### src/pumrd_pkg.sv
// ----------------------------------------------------------------------------
// pumrd_pkg
// Shared types and constants of the per-user mutation rate deviation scorer.
// ----------------------------------------------------------------------------
package pumrd_pkg;

    localparam int USER_SLOTS = 64;
    localparam int HIST_DEPTH = 1024;

    localparam int USER_W   = 6;
    localparam int HEAD_W   = 10;
    localparam int FILL_W   = 11;
    localparam int CNT_W    = 32;
    localparam int TS_W     = 64;
    localparam int TADDR_W  = USER_W + HEAD_W;
    localparam int WIN_W    = 32;
    localparam int MINEV_W  = 16;
    localparam int WGT_W    = 16;
    localparam int SCORE_W  = 32;
    localparam int CFG_IDX_W = 2;
    localparam int CFG_DAT_W = 32;

    // Quotient widths: rates are below 2^53 in Q.16
    localparam int RATE_W  = 53;
    localparam int DVD_W   = 80;
    localparam int DSR_W   = 64;
    localparam int DCNT_W  = 7;

    localparam logic [25:0] US_PER_MINUTE = 26'd60000000;
    localparam logic [RATE_W-1:0] ONE_Q16 = RATE_W'(65536);

    localparam logic [WIN_W-1:0]   WINDOW_RST = 32'd60000000;
    localparam logic [MINEV_W-1:0] MINEV_RST  = 16'd20;
    localparam logic [WGT_W-1:0]   WGT_RST    = 16'd256;

    typedef enum logic [CFG_IDX_W-1:0] {
        CFG_WINDOW = 2'd0,
        CFG_MINEV  = 2'd1,
        CFG_WEIGHT = 2'd2
    } cfg_idx_t;

    typedef enum logic [3:0] {
        S_IDLE,
        S_UPD,
        S_OLD,
        S_OLDW,
        S_WALK,
        S_SPAN,
        S_DIVA,
        S_DIVR,
        S_MUL0,
        S_MUL1,
        S_DIVS,
        S_DIVSW,
        S_OUT
    } state_t;

    typedef struct packed {
        logic [CNT_W-1:0]  events;
        logic [FILL_W-1:0] fill;
        logic [HEAD_W-1:0] head;
    } meta_t;

    localparam int META_W = $bits(meta_t);

    typedef struct packed {
        logic             start;
        logic [DVD_W-1:0] dividend;
        logic [DSR_W-1:0] divisor;
    } div_req_t;

    typedef struct packed {
        logic             done;
        logic [DVD_W-1:0] quotient;
    } div_rsp_t;

endpackage

### src/pumrd_div.sv
// ----------------------------------------------------------------------------
// pumrd_div
// Restoring divider, one quotient bit per cycle.
// ----------------------------------------------------------------------------
module pumrd_div (
    input  logic                clk,
    input  logic                rst_n,
    input  pumrd_pkg::div_req_t req,
    output pumrd_pkg::div_rsp_t rsp
);

    logic                            busy_reg, busy_next;
    logic                            done_reg, done_next;
    logic [pumrd_pkg::DCNT_W-1:0]    cnt_reg, cnt_next;
    logic [pumrd_pkg::DSR_W-1:0]     rem_reg, rem_next;
    logic [pumrd_pkg::DVD_W-1:0]     dvd_reg, dvd_next;
    logic [pumrd_pkg::DSR_W-1:0]     dsr_reg, dsr_next;
    logic [pumrd_pkg::DSR_W:0]       rem_sh;
    logic                            qbit;

    always_comb
    begin
        busy_next = busy_reg;
        done_next = 1'b0;
        cnt_next  = cnt_reg;
        rem_next  = rem_reg;
        dvd_next  = dvd_reg;
        dsr_next  = dsr_reg;
        rem_sh    = {rem_reg, dvd_reg[pumrd_pkg::DVD_W-1]};
        qbit      = (rem_sh >= {1'b0, dsr_reg});
        if (req.start)
        begin
            busy_next = 1'b1;
            cnt_next  = pumrd_pkg::DCNT_W'(pumrd_pkg::DVD_W);
            rem_next  = '0;
            dvd_next  = req.dividend;
            dsr_next  = req.divisor;
        end
        else if (busy_reg)
        begin
            // shift in one dividend bit, subtract where it fits
            rem_next = qbit ? pumrd_pkg::DSR_W'(rem_sh - {1'b0, dsr_reg})
                            : rem_sh[pumrd_pkg::DSR_W-1:0];
            dvd_next = {dvd_reg[pumrd_pkg::DVD_W-2:0], qbit};
            cnt_next = cnt_reg - 1'b1;
            if (cnt_reg == pumrd_pkg::DCNT_W'(1))
            begin
                busy_next = 1'b0;
                done_next = 1'b1;
            end
        end
    end

    always_ff @(posedge clk or negedge rst_n)
    begin
        if (!rst_n)
        begin
            busy_reg <= 1'b0;
            done_reg <= 1'b0;
            cnt_reg  <= '0;
        end
        else
        begin
            busy_reg <= busy_next;
            done_reg <= done_next;
            cnt_reg  <= cnt_next;
        end
    end

    always_ff @(posedge clk)
    begin
        rem_reg <= rem_next;
        dvd_reg <= dvd_next;
        dsr_reg <= dsr_next;
    end

    assign rsp.done     = done_reg;
    assign rsp.quotient = dvd_reg;

endmodule

### config.mk
export PLATFORM = sky130hd
export DESIGN_NAME = pumrd_div
export DESIGN_NICKNAME = d
export VERILOG_FILES = /design/src/pumrd_pkg.sv /design/src/pumrd_div.sv
export SDC_FILE = /design/constraint.sdc
export NUM_CORES = 1
export LEC_CHECK = 0
export ABC_AREA = 1
export BUFFER_PORTS_ARGS = -buffer_cell sky130_fd_sc_hd__buf_4
export CAP_MARGIN = 25
export CORE_MARGIN = 4
export CORE_UTILIZATION = 58
export CTS_CLUSTER_DIAMETER = 100
export DETAILED_ROUTE_END_ITERATION = 6
export PLACE_DENSITY = 0.84
export RECOVER_POWER = 25
export SLEW_MARGIN = 40
export SYNTH_ARGS = -nofsm -noshare
export SYNTH_HDL_FRONTEND = slang
export SYNTH_SLANG_ARGS = --single-unit
### constraint.sdc
create_clock -name clk -period 4.25 [get_ports clk]
set_clock_uncertainty 0.15 [all_clocks]
set_input_delay 0.6375 -clock clk [delete_from_list [all_inputs] [get_ports clk]]
set_output_delay 0.6375 -clock clk [all_outputs]
set_load 0.01 [all_outputs]
==> Flow_metrics.wiki <==
{| class="wikitable"
! Metric !! Value
|-
| CTS buffer count || 24
|-
| Antenna violations before repair || 0
|-
| Number of port buffers || 227
|-
| Clk buf depth || 3
|-
| Peak per-stage delay on the critical path || 1070 ps
|-
| TritonCTS clock tree || done
|-
| Leakage power summed over all cells || 9.76 nW
|-
| Maximum capacitance violations || 1
|-
| Cell depth of the worst flop-to-flop path || 15
|-
| Count of H-tree levels built during CTS || 1
|-
| Wire length per cell || 16.7 um
|-
| DRC violation total after the first TritonRoute iteration || 1306
|-
| Final Slew Violations || 25
|-
| Worst slew margin || -1.35%
|-
| Count of endpoints failing setup in the final report || 0
|-
| DRC violations left || 0
|-
| Largest fanout of any net on the critical path || 50
|-
| Gate count after technology mapping || 2246
|-
| Cell with the most instances on the worst path || nand2_1
|-
| Later-pin clock latency in the skew report || 550 ps
|-
| Area of the core || 25300 um2
|-
| CP max-delay cell || clkbuf_1
|-
| Utilization of the core after routing || 69.7%
|-
| Routed Antenna Nets || 0
|-
| Arrival time worst endpoint || 3500 ps
|-
| RR Startpoint || dsr_reg[8]$_DFFE_PP_
|-
| Status || finished with violations
|-
| Number of flip-flops in the largest register || 80
|-
| Setup_tns || 0 ps
|-
| Power consumption || 5.41 mW
|-
| Per-instance average area after synthesis || 6.68 um2
|-
| Most instantiated cells after synthesis || nand2_1 (953), inv_1 (445), nand3_1 (146)
|-
| Largest area contributor in the synthesized netlist || edfxtp_1
|-
| Setup repair after global routing missed its margin || no
|-
| Vias in the first global route || 14.4k
|-
| Fillcell total || 2175
|-
| Synth top area cells || edfxtp_1 (29%), nand2_1 (24%), inv_1 (11%), dfxtp_1 (8.5%), ha_1 (5.5%)
|-
| Cell area after technology mapping || 15000 um2
|-
| WS Path Type || input pin to flip-flop
|-
| Clock-pin slew reported for the worst setup and hold paths after clock tree synthesis || 60 ps
|-
| CTS hold repair buffers || 1
|-
| Worst slew pin tran || 1520 ps
|-
| Crit path cell chain || clkbuf_1, clkinv_2, buf_4, nand2_1, nand2_1
|-
| Tmin final || 3350 ps
|-
| Placer congestion estimate || 1.01
|-
| CP Capture Point || dvd_reg[56]$_DFFE_PP_
|-
| Number of optimization iterations in the first detailed-route pass || 6
|-
| Die area || 28500 um2
|-
| Most common cell in the synthesized netlist || nand2_1
|-
| Via density per instance || 5.21
|-
| IR Drop Worst-Case VDD || 0.352 mV
|-
| Buffer type at the clock tree root || clkbuf_16
|-
| Height of the die || 169 um
|-
| Count of flip-flops with a built-in enable after synthesis || 144
|-
| Sum of net half-perimeters after detailed placement || 36500 um
|-
| Detailed-route via count || 14.6k
|-
| # rows || 58
|-
| Number of logic stages on the critical path including buffering || 5
|-
| Total Wirelength || 46900 um
|-
| Distinct cell type count of the synthesized netlist || 38
|-
| Buffering stage count on the worst path with inverters included || 3
|-
| Initial standard-cell utilization of the core || 59.2%
|-
| Main synth FF type || edfxtp_1
|-
| Worst Setup SP || req[144]
|-
| Area share of the largest cell type after synthesis || 28.8%
|-
| Worst hold path type || input pin to flip-flop
|-
| Endpoints failing hold || 0
|-
| Minimum hold slack || 135 ps
|-
| Syn nets || 2460
|-
| Seq/Total Area, Yosys || 38.9%
|-
| Overall overflow remaining after global route || 0
|-
| Wire length of the first global-routing pass || 74100 um
|-
| Proportion of synthesized flip-flops having asynchronous set or reset || 4.15%
|-
| Setup fix buffers added after clock tree synthesis || 0
|-
| Post-CTS resize count || 0
|-
| #FFs+latches synth || 217
|-
| Kind of cell with the highest combined delay on the critical path || buffers and inverters
|-
| Maximum clock rate || 0.299 GHz
|-
| Die outline width || 169 um
|-
| Reg-to-reg setup timing slack || 970 ps
|-
| End of the worst register-to-register path || dvd_reg[0]$_DFFE_PP_
|-
| Layout overhead on the synthesized area || 17.7%
|-
| GR Util All Layers || 32.3%
|-
| Largest net degree at the start of global routing || 73
|-
| Number of sinks driven by the clock tree || 217
|-
| Count of yosys warnings during synthesis || 0
|-
| Failing checks || capacitance limit, slew limit
|-
| Type of element launching the critical path || input pin
|-
| Ant. Diodes || 0
|-
| Part of the cycle the worst path needs || 78.7%
|-
| Fraction of layout cells with a size suffix above 1 || 12.4%
|-
| Post-layout net count || 2672
|-
| PD cells || 306 nW/um2
|-
| I/O pin count || 228
|-
| Critical path endpoint category || flip-flop
|-
| Cell depth of the worst hold path || 1
|-
| Worst Path Required || 4410 ps
|}
[report_power, final]
group	internal (mW)	total, mW	switching (mW)
logic	0.371	0.903	0.531
clock network	1.14	2.02	0.877
registers	2.41	2.49	0.0784
total	3.92	5.41	1.49
[worst min-delay path by stage]
| stage | start | to | slack (ps) |
|---|---|---|---|
| finish | req[17] | dsr_reg[17]$_DFFE_PP_ | 140 |
| global placement | rem_reg[46]$_SDFFE_PP0P_ | rem_reg[46]$_SDFFE_PP0P_ | 310 |
| detailed placement | rem_reg[43]$_SDFFE_PP0P_ | rem_reg[43]$_SDFFE_PP0P_ | 310 |
| global route | req[30] | dsr_reg[30]$_DFFE_PP_ | 120 |
| floorplan | rst_n | busy_reg$_DFF_PN0_ | 190 |
| CTS | req[30] | dsr_reg[30]$_DFFE_PP_ | 90 |
[worst reg2reg max path: stages, from the launching register on]
cell      delay [ps]
edfxtp_1         380
inv_1             70
ha_1             280
nand2_2          120
inv_1             50
nand2_1           60
nand2_1           90
inv_2             70
nand3_2          170
nand2_2          110
nand2_2           90
nand2_1          160
nand2_2          130
nand2_2          120
buf_4            610
a31oi_1          330
[layer usage]
metal / vias up / wire length (um) / track usage, %
li1: 7300 / - / -
met1: 6603 / 19000 / 40.3
met2: 628 / 22200 / 56.1
met3: 101 / 3850 / 6.33
met4: 0 / 1870 / 10.8
met5: - / 0 / 0
[placed cells by master (no fill, tap or decap), types with 3 or more instances in the layout]
cell type	count
a21o_1	3
clkbuf_8	5
nor2_4	3
nor3_1	15
buf_4	170
a21oi_1	55
and2_1	3
o21ai_1	8
nor2_2	12
nand3b_1	35
nand3_1	146
dfrtp_1	9
clkinv_2	6
clkbuf_1	12
nor2_1	109
nand4_1	17
edfxtp_1	144
inv_2	4
nand2_1	953
inv_1	444
o21bai_1	10
clkbuf_16	25
ha_1	66
nand3_2	3
dfxtp_1	64
clkbuf_4	61
nand2_2	8
o21ai_0	38
xnor2_1	29
[layout make-up]
type                       instances  area [um2]  share of cell area [%]
inverter                         450        1690                    9.59
clock buffer                      36         696                    3.94
tap                              330         413                    2.34
clock inverter                     8        70.1                   0.397
timing repair buffer             239        1790                    10.2
sequential                       217        5830                    33.0
multi-input combinational       1526        7170                    40.6
[stage by stage]
| stage | setup WS (ps) | cells | instance area, um2 |
|---|---|---|---|
| finish | 904 | 2806 | 17700 |
| global route | 637 | 2806 | 17700 |
| floorplan | 494 | 2246 | 15000 |
| detailed placement | 1050 | 2760 | 16900 |
| global placement | 1080 | 2760 | 16900 |
| CTS | 1040 | 2805 | 17700 |
[logic make-up after synthesis]
logic type               Yosys count  synth area share (%)
adder cells (fa/ha/maj)           67                  5.64
AO/OA/AOI/OAI                    119                  4.29
flip-flops                       217                  38.9
buffers and inverters            503                  13.4
AND/OR/NAND/NOR                 1309                  36.0
XOR/XNOR                          31                  1.81
No activity file was read; power rests on OpenSTA's default activity.
