## config.mk

```make
export PLATFORM = sky130hd
export DESIGN_NAME = pumrd_ram
export DESIGN_NICKNAME = d
export VERILOG_FILES = /design/src/pumrd_ram.sv
export SDC_FILE = /design/constraint.sdc
export NUM_CORES = 1
export LEC_CHECK = 0
export ABC_AREA = 0
export BUFFER_PORTS_ARGS = -buffer_cell sky130_fd_sc_hd__buf_2
export CAP_MARGIN = 20
export CORE_MARGIN = 3
export CORE_UTILIZATION = 35
export CTS_CLUSTER_DIAMETER = 150
export DETAILED_ROUTE_END_ITERATION = 10
export PLACE_DENSITY = 0.57
export SYNTH_ARGS = -nofsm -noshare
export SYNTH_HDL_FRONTEND = slang
export SYNTH_SLANG_ARGS = --single-unit
```

## constraint.sdc

```tcl
create_clock -name clk -period 3.8 [get_ports clk]
set_clock_uncertainty 0.05 [all_clocks]
set_input_delay 0.57 -clock clk [delete_from_list [all_inputs] [get_ports clk]]
set_output_delay 0.57 -clock clk [all_outputs]
set_load 0.02 [all_outputs]
```

## src/pumrd_ram.sv

```systemverilog
// ----------------------------------------------------------------------------
// pumrd_ram
// Generic single-write, single-read RAM with registered read data.
// ----------------------------------------------------------------------------
module pumrd_ram #(
    parameter int WIDTH = 8,
    parameter int DEPTH = 16,
    localparam int AW   = $clog2(DEPTH)
) (
    input  logic             clk,
    input  logic             we,
    input  logic [AW-1:0]    waddr,
    input  logic [WIDTH-1:0] wdata,
    input  logic [AW-1:0]    raddr,
    output logic [WIDTH-1:0] rdata
);

    logic [WIDTH-1:0] mem [DEPTH];

    always_ff @(posedge clk)
    begin
        if (we)
        begin
            mem[waddr] <= wdata;
        end
        rdata <= mem[raddr];
    end

endmodule

```

==> reports/qor.yml, run 1 <==
finish:
  stdcell_count: 461
  finish.instance_area_um2: 6080
  final_common_cell: "edfxtp_1"
  layout-drive-gt1-share_pct: 27.8
  final_cell_mix: "128 x edfxtp_1, 25 x buf_2, 18 x mux4_2"
  fillCellCount: 1203
  seqCellArea_um2: 4000
  fin_nets: 286
  syn_to_final_growth_pct: 18.2
  multiInputGateArea_um2: 1060
  diodes: 0
  fin_util_pct: 43.0
floorplan:
  row_count: 43
  ios: 26
  die_w_um: 127
  start_util_pct: 36.4
  die_area_um2: 16200
  core_area_um2: 14100
  fp.dieH_um: 127
clocking:
  clk_pin_slew_ns: 0.06
  cts_setup_buffers: 0
  cts_buffers: 17
  cts_tree: "yes"
  ctsRootBufferMaster: "clkbuf_16"
  ctsHtreeMaxLevel: 4
  insertion_delay_ns: 0.41
  holdBufCountCts: 0
  cts_resized: 0
  cts_num_sinks: 136
  clk_path_buf_depth: 2
global_routing:
  grt_pass1_vias: 2424
  antenna_found_initial: 1
  grt_start_max_net_pins: 33
  grt_pass1_wl_mm: 15.0
  grt_usage_pct: 13.3
  overflow: 0
synthesis:
  synthesis.area_um2: 5150
  syn_nets: 247
  ys_ff_latch: 136
  ys_seq_area_share_pct: 77.8
  avgSynthCellArea_um2: 22.5
  synth_warnings: 0
  synth_cell_types: 19
  synthCells: 229
route:
  num_vias: 2421
  wl_per_cell_um: 21.9
  routed_wl_mm: 10.1
  drtPass1Iterations: 4
  ant_nets: 0
  drcViolationCount: 0
  viasPerCell: 5.25
  dr.first_iter.drc_count: 230
power_and_ir_drop:
  vdd_drop_max_v: 0.000308
  p_per_area_nw_per_um2: 590
  power.leakage_nw: 2.02
  p_total_mw: 3.59
sta:
  whs_ns: 0.498
  period_minus_slack_ns: 1.98
  hold_viol_final: 0
  timing.final.crit_share_pct: 52.1
  tightest_slew_ns: 1.01
  rsz0062_at_grt: "no"
  finalSetupViolations: 0
  tns_ns: 0
  relSlewSlack_pct: 32.1
  max_clock_freq_mhz: 505
  slew_viol_final: 0
  setup_slack_ns: 1.82
worst_hold_path:
  hp-class: "input pin to register"
placement:
  io_buffers: 25
  dp_slack_ns: 1.41
  placed_area_um2: 5450
  dp_hpwl_mm: 6.26
  post-place-cells: 429
  gp_congestion: 0.763
critical_path:
  cp_max_fo: 32
  crit_arrival_ns: 2.22
  startpoint_type: "input pin"
  required_ns: 4.03
  critPathKind: "input pin to register"
  critPathCaptureType: "register"
status:
  run_status: "finished, final reports clean"
flow_run:
  maxCapViolCount: 0
[path summary, 6_finish.rpt]
path,start,to,slack [ns],cells past startpoint
worst min-delay path,wdata[4],mem[14][4]$_DFFE_PP_,0.50,1
worst max-delay path,raddr[0],rdata[7]$_DFF_P_,1.82,5
worst min register to register,mem[12][6]$_DFFE_PP_,rdata[6]$_DFF_P_,0.62,3
worst max register to register,mem[3][7]$_DFFE_PP_,rdata[7]$_DFF_P_,2.34,3
[Yosys cell counts]
library cell	number	area [µm²]
a22oi_1	16	120
and2_1	1	6.26
and2b_1	1	7.51
buf_2	3	15.0
buf_4	1	7.51
buf_6	3	33.8
clkdlybuf4s25_2	3	30.0
dfxtp_1	8	160
edfxtp_1	128	3840
mux4_1	14	368
mux4_2	18	405
nand2_1	9	33.8
nand2b_1	2	12.5
nand3_1	1	5.00
nand3b_1	2	15.0
nor2_1	13	48.8
nor2b_1	1	6.26
nor3_1	4	20.0
or3b_2	1	8.76
[per-layer routing]
layer	vias up	share of wire (%)	track usage (%)
met5	-	0.13	0
met4	2	2.5	6.56
met3	15	6.9	4.60
met2	91	48	19.9
met1	1258	42	17.5
li1	1055	-	-
[critical path, cell delays in order]
cell,delay [ns]
buf_2,0.07
buf_4,0.49
mux4_2,0.60
a22oi_1,0.36
nand2_1,0.09
[state kept, by name, summed over array words and instances, names as in the netlist]
| register | count |
|---|---|
| mem | 128 |
| rdata | 8 |
[area by class of cell]
class,count,area share [%]
sequential,136,65.8
clock inverter,13,3.33
clock buffer,19,7.11
multi-input combinational,83,17.4
timing repair buffer,30,2.67
tap,180,3.70
[report_power, final]
part / switching (mW) / total, mW / internal [mW]
clock network: 0.582 / 1.74 / 1.16
registers: 0.0108 / 1.69 / 1.68
logic: 0.0977 / 0.159 / 0.0611
total: 0.690 / 3.59 / 2.90
[kinds of logic after synthesis]
logic type             Yosys count  synth area share [%]
AND/OR/NAND/NOR                 35                  3.18
AO/OA/AOI/OAI                   16                  2.33
flip-flops                     136                  77.8
multiplexers                    32                  15.0
buffers and inverters           10                  1.68
Power figures use the tool's default switching activity.
==> inputs of run 2 (changes only) <==
- clock period: 3.8 -> 2.05 ns (I/O delays scaled with it)
==> reports/qor.yml, run 2 (synthesis gave the netlist of run 1 again) <==
sta:
  tns_ns: 0  # unchanged
  finalSetupViolations: 0  # unchanged
  timing.final.crit_share_pct: 68.6
  tightest_slew_ns: 0.443  # was 1.01 ns
  hold_viol_final: 0  # unchanged
  slew_viol_final: 0  # unchanged
  rsz0062_at_grt: "no"  # unchanged
  period_minus_slack_ns: 1.41
  max_clock_freq_mhz: 711
  relSlewSlack_pct: 70.5  # was 32.1%
route:
  viasPerCell: 5.15  # was 5.25
  drtPass1Iterations: 4  # unchanged
  wl_per_cell_um: 21.4  # was 21.9 µm
  ant_nets: 0  # unchanged
  num_vias: 2473  # was 2421
  dr.first_iter.drc_count: 244  # was 230
  routed_wl_mm: 10.3  # was 10.1 mm
  drcViolationCount: 0  # unchanged
power_and_ir_drop:
  power.leakage_nw: 2.11  # was 2.02 nW
  p_int_mw: 5.03  # was 2.90 mW
  p_total_mw: 6.36  # was 3.59 mW
  p_per_area_nw_per_um2: 1030  # was 590 nW/µm²
  p_comb_share_pct: 5.0  # was 4.4%
  vdd_drop_max_v: 0.000625  # was 0.000308 V
  switchingPower_mw: 1.33  # was 0.690 mW
  p_sw_share_pct: 20.9  # was 19.2%
  pwr-share-clk_pct: 45.8  # was 48.5%
  p_seq_share_pct: 49.2  # was 47.1%
status:
  run_status: "finished, final reports clean"  # unchanged
placement:
  io_buffers: 25  # unchanged
  gp_congestion: 0.778  # was 0.763
  dp_hpwl_mm: 6.59  # was 6.26 mm
critical_path:
  cp_max_fo: 1  # was 32
  required_ns: 2.28  # was 4.03 ns
  crit_arrival_ns: 1.64  # was 2.22 ns
  critPathCaptureType: "register"  # unchanged
  slowest_delay_ns: 0.47  # was 0.60 ns
  cp_top_family: "multiplexers"  # unchanged
  slowest_stage: "mux4_2"  # unchanged
  startpoint_type: "register"  # was input pin
  path_buf_inv: 0  # was 2
  path_cells: "mux4_2 > a22oi_1 > nand2_1"  # was buf_2 > buf_4 > mux4_2 > a22oi_1 > nand2_1
  critPathKind: "register to register"  # was input pin to register
global_routing:
  grt_pass1_wl_mm: 15.7  # was 15.0 mm
  grt_usage_pct: 13.5  # was 13.3%
  grt_start_max_net_pins: 24  # was 33
  antenna_found_initial: 0  # was 1
  grt_pass1_vias: 2565  # was 2424
  overflow: 0  # unchanged
flow_run:
  maxCapViolCount: 0  # unchanged
finish:
  top_register: "mem"  # unchanged
  final_cell_mix: "128 x edfxtp_1, 25 x buf_2, 21 x buf_4"  # was 128 x edfxtp_1, 25 x buf_2, 18 x mux4_2
  layout-drive-gt1-share_pct: 33.3  # was 27.8%
  top_regs: "mem (128), rdata (8)"  # unchanged
  diodes: 0  # unchanged
  largest_reg_flops: 128  # unchanged
  fin_nets: 305  # was 286
  syn_to_final_growth_pct: 20.6  # was 18.2%
  final_common_cell: "edfxtp_1"  # unchanged
clocking:
  cts_resized: 0  # unchanged
  holdBufCountCts: 0  # unchanged
  cts_num_sinks: 136  # unchanged
  clk_pin_slew_ns: 0.06  # about the same
  clk_path_buf_depth: 2  # unchanged
  insertion_delay_ns: 0.41  # about the same
  ctsHtreeMaxLevel: 4  # unchanged
  ctsRootBufferMaster: "clkbuf_16"  # unchanged
  cts_buffers: 17  # unchanged
  cts_tree: "yes"  # unchanged
  cts_setup_buffers: 0  # unchanged
floorplan:
  start_util_pct: 36.4  # unchanged
  fp.dieH_um: 127  # unchanged
  row_count: 43  # unchanged
  die_w_um: 127  # unchanged
  die_area_um2: 16200  # unchanged
  core_area_um2: 14100  # unchanged
  ios: 26  # unchanged
worst_hold_path:
  hp-class: "input pin to register"  # unchanged
## run 2: cell types whose count changed in the layout (fill, tap and decap cells not counted), sizes merged
cell and delta:
clkinvlp +1, bufinv -3, buf +19, clkinv +1
clkbuf -2, inv +3
## run 2: power by group through the flow
| stage | clock, mW | sequential (mW) | combinational (mW) |
|---|---|---|---|
| floorplan | 0 | 3.20 | 0.158 |
| global placement | 0 | 3.18 | 0.321 |
| detailed placement | 0 | 3.19 | 0.324 |
| CTS | 2.97 | 3.13 | 0.325 |
| global route | 3.11 | 3.13 | 0.344 |
| finish | 2.92 | 3.13 | 0.318 |
## run 2: area by class of cell
class | count | area (µm²)
sequential | 136 | 4000
multi-input combinational | 83 | 1060
tap | 180 | 225
clock buffer | 17 | 425
clock inverter | 15 | 153
timing repair buffer | 49 | 343
fill | 1185 | 7940
## run 2: through the flow
stage | hold WS [ns] | worst slack (ns) | std cells | cell area (µm²) | utilization, %
after floorplan | 0.356 | 0.200 | 229 | 5150 | -
after global placement | 0.612 | 0.231 | 448 | 5630 | 39.8
after detailed placement | 0.620 | 0.224 | 448 | 5630 | 39.8
after CTS | 0.232 | 0.617 | 480 | 6210 | 43.9
after global routing | 0.238 | 0.558 | 480 | 6210 | 43.9
final | 0.243 | 0.643 | 480 | 6210 | 43.9
## run 2: final timing paths
check                      start                   end  slack [ns]  cells past startpoint
max          mem[2][6]$_DFFE_PP_      rdata[6]$_DFF_P_        0.64                      3
min                     wdata[0]  mem[14][0]$_DFFE_PP_        0.24                      1
min reg2reg  mem[4][3]$_DFFE_PP_      rdata[3]$_DFF_P_        0.63                      3
max reg2reg  mem[2][6]$_DFFE_PP_      rdata[6]$_DFF_P_        0.64                      3
## run 2: worst register-to-register path, stage by stage (launching register included)
cell and delay [ns]:
edfxtp_1 0.37, mux4_2 0.47, a22oi_1 0.29, nand2_1 0.11
## run 2: per-layer routing
| metal | up-vias | routed length (µm) | track usage, % |
|---|---|---|---|
| li1 | 1090 | - | - |
| met1 | 1302 | 4690 | 18.3 |
| met2 | 71 | 5000 | 20.7 |
| met3 | 10 | 463 | 4.89 |
| met4 | 0 | 110 | 4.10 |
| met5 | - | 0 | 0 |
==> inputs of run 3 (changes only) <==
- PLACE_DENSITY: 0.57 -> 0.59
- clock period: 2.05 -> 1.2 ns (I/O delays scaled with it)
==> reports/qor.yml, run 3 (synthesis gave the netlist of run 1 again) <==
sta:
  slew_viol_final: 0  # unchanged
  relSlewSlack_pct: 40.5  # was 70.5%
  rsz0062_at_grt: "yes"  # was no
  hold_viol_final: 0  # unchanged
  tightest_slew_ns: 0.890  # was 0.443 ns
  timing.final.crit_share_pct: 109  # was 68.6%
  max_clock_freq_mhz: 767  # was 711 MHz
  finalSetupViolations: 8  # was 0
  setup_slack_ns: -0.104  # was 0.643 ns
  period_minus_slack_ns: 1.30  # was 1.41 ns
finish:
  largest_reg_flops: 128  # unchanged
  layout-drive-gt1-share_pct: 45.5  # was 33.3%
  final_common_cell: "edfxtp_1"  # unchanged
  stdcell_count: 494  # was 480
  syn_to_final_growth_pct: 25.2  # was 20.6%
  top_regs: "mem (128), rdata (8)"  # unchanged
  finish.instance_area_um2: 6450  # was 6210 µm²
  diodes: 0  # unchanged
  final_cell_mix: "128 x edfxtp_1, 32 x mux4_2, 30 x buf_4"  # was 128 x edfxtp_1, 25 x buf_2, 21 x buf_4
  fin_nets: 319  # was 305
  top_register: "mem"  # unchanged
  fin_util_pct: 45.6  # was 43.9%
  fillCellCount: 1183  # was 1185
clocking:
  clk_path_buf_depth: 2  # unchanged
  clk_pin_slew_ns: 0.05  # was 0.06 ns
  insertion_delay_ns: 0.40  # was 0.41 ns
  cts_buffers: 17  # unchanged
  cts_num_sinks: 136  # unchanged
  holdBufCountCts: 0  # unchanged
  ctsRootBufferMaster: "clkbuf_16"  # unchanged
  cts_tree: "yes"  # unchanged
  ctsHtreeMaxLevel: 4  # unchanged
global_routing:
  grt_usage_pct: 13.0  # was 13.5%
  grt_pass1_wl_mm: 15.3  # was 15.7 mm
  overflow: 0  # unchanged
  grt_start_max_net_pins: 18  # was 24
  grt_pass1_vias: 2641  # was 2565
  antenna_found_initial: 1  # was 0
critical_path:
  critPathCaptureType: "register"  # unchanged
  rr_worst_depth: 3  # unchanged
  path_buf_inv: 0  # unchanged
  critPathKind: "register to register"  # unchanged
  slowest_delay_ns: 0.49  # was 0.47 ns
  cp_max_fo: 1  # unchanged
  crit_arrival_ns: 1.53  # was 1.64 ns
  startpoint_type: "register"  # unchanged
  required_ns: 1.43  # was 2.28 ns
  cp_top_family: "multiplexers"  # unchanged
  path_cells: "mux4_2 > a22oi_2 > nand2_1"  # was mux4_2 > a22oi_1 > nand2_1
  slowest_stage: "mux4_2"  # unchanged
  cp_num_cells: 3  # unchanged
power_and_ir_drop:
  p_int_mw: 8.82  # was 5.03 mW
  p_seq_share_pct: 48.4  # was 49.2%
  p_comb_share_pct: 5.7  # was 5.0%
  p_sw_share_pct: 20.1  # was 20.9%
  p_total_mw: 11.0  # was 6.36 mW
  pwr-share-clk_pct: 45.9  # was 45.8%
  power.leakage_nw: 2.15  # was 2.11 nW
  vdd_drop_max_v: 0.000927  # was 0.000625 V
  p_per_area_nw_per_um2: 1710  # was 1030 nW/µm²
  switchingPower_mw: 2.23  # was 1.33 mW
worst_hold_path:
  hold_depth: 1  # unchanged
  hp-class: "input pin to register"  # unchanged
placement:
  io_buffers: 25  # unchanged
  gp_congestion: 0.712  # was 0.778
  placed_area_um2: 5810  # was 5630 µm²
  dp_hpwl_mm: 6.49  # was 6.59 mm
  post-place-cells: 462  # was 448
route:
  num_vias: 2472  # was 2473
  viasPerCell: 5.00  # was 5.15
  wl_per_cell_um: 19.8  # was 21.4 µm
  dr.first_iter.drc_count: 270  # was 244
  drtPass1Iterations: 4  # unchanged
  ant_nets: 0  # unchanged
  drcViolationCount: 0  # unchanged
  routed_wl_mm: 9.78  # was 10.3 mm
floorplan:
  fp.dieH_um: 127  # unchanged
  start_util_pct: 36.4  # unchanged
  row_count: 43  # unchanged
  die_w_um: 127  # unchanged
  core_area_um2: 14100  # unchanged
  die_area_um2: 16200  # unchanged
  ios: 26  # unchanged
flow_run:
  maxCapViolCount: 0  # unchanged
status:
  run_status: "complete, but fails checks"  # was finished, final reports clean
  violations: "negative setup slack"
run 3: power groups by stage:
stage / Sequential, mW / Clock [mW] / Combinational [mW]
finish: 5.34 / 5.08 / 0.631
global route: 5.35 / 5.37 / 0.684
CTS: 5.34 / 5.17 / 0.641
detailed placement: 5.44 / 0 / 0.617
global placement: 5.44 / 0 / 0.609
floorplan: 5.47 / 0 / 0.303
run 3: repair_timing:
action / in CTS / in global routing
resized for setup: 9 / 3
endpoints found under the setup margin: 9 / 8
pin swaps: 5 / 2
hold endpoints to repair: 0 / 0
setup buffers: 0 / 0
run 3: per-stage QoR:
step	hold WS, ns	worst slack, ns	setup TNS, ns
2_1_floorplan	0.229	-0.163	-2.61
3_3_place_gp	0.513	-0.502	-22.36
3_5_place_dp	0.525	-0.492	-24.36
4_1_cts	0.0936	-0.118	-0.778
5_1_grt	0.103	-0.153	-1.02
6_report	0.107	-0.104	-0.634
run 3: area by class of cell:
cell class	count	area [µm²]	area share [%]
clock inverters	15	160	2.48
repair buffers	63	526	8.15
well taps	180	225	3.49
flip-flops and latches	136	4000	62.1
clock buffers	17	425	6.60
multi-input cells	83	1110	17.2
run 3: worst paths after layout:
path	from	end	slack (ns)
max reg2reg	mem[11][0]$_DFFE_PP_	rdata[0]$_DFF_P_	-0.10
min	wdata[6]	mem[8][6]$_DFFE_PP_	0.11
min reg2reg	mem[7][2]$_DFFE_PP_	rdata[2]$_DFF_P_	0.63
max	mem[11][0]$_DFFE_PP_	rdata[0]$_DFF_P_	-0.10
run 3: metal layers:
| metal | vias up | GRT usage (%) | part of all wire (%) |
|---|---|---|---|
| li1 | 1104 | - | - |
| met1 | 1308 | 16.8 | 44 |
| met2 | 45 | 21.1 | 52 |
| met3 | 13 | 3.18 | 3.4 |
| met4 | 2 | 5.49 | 1.3 |
| met5 | - | 0 | 0.13 |
run 3: worst register-to-register path: stages (launching register included):
cell      delay, ns
edfxtp_1       0.37
mux4_2         0.49
a22oi_2        0.17
nand2_1        0.10
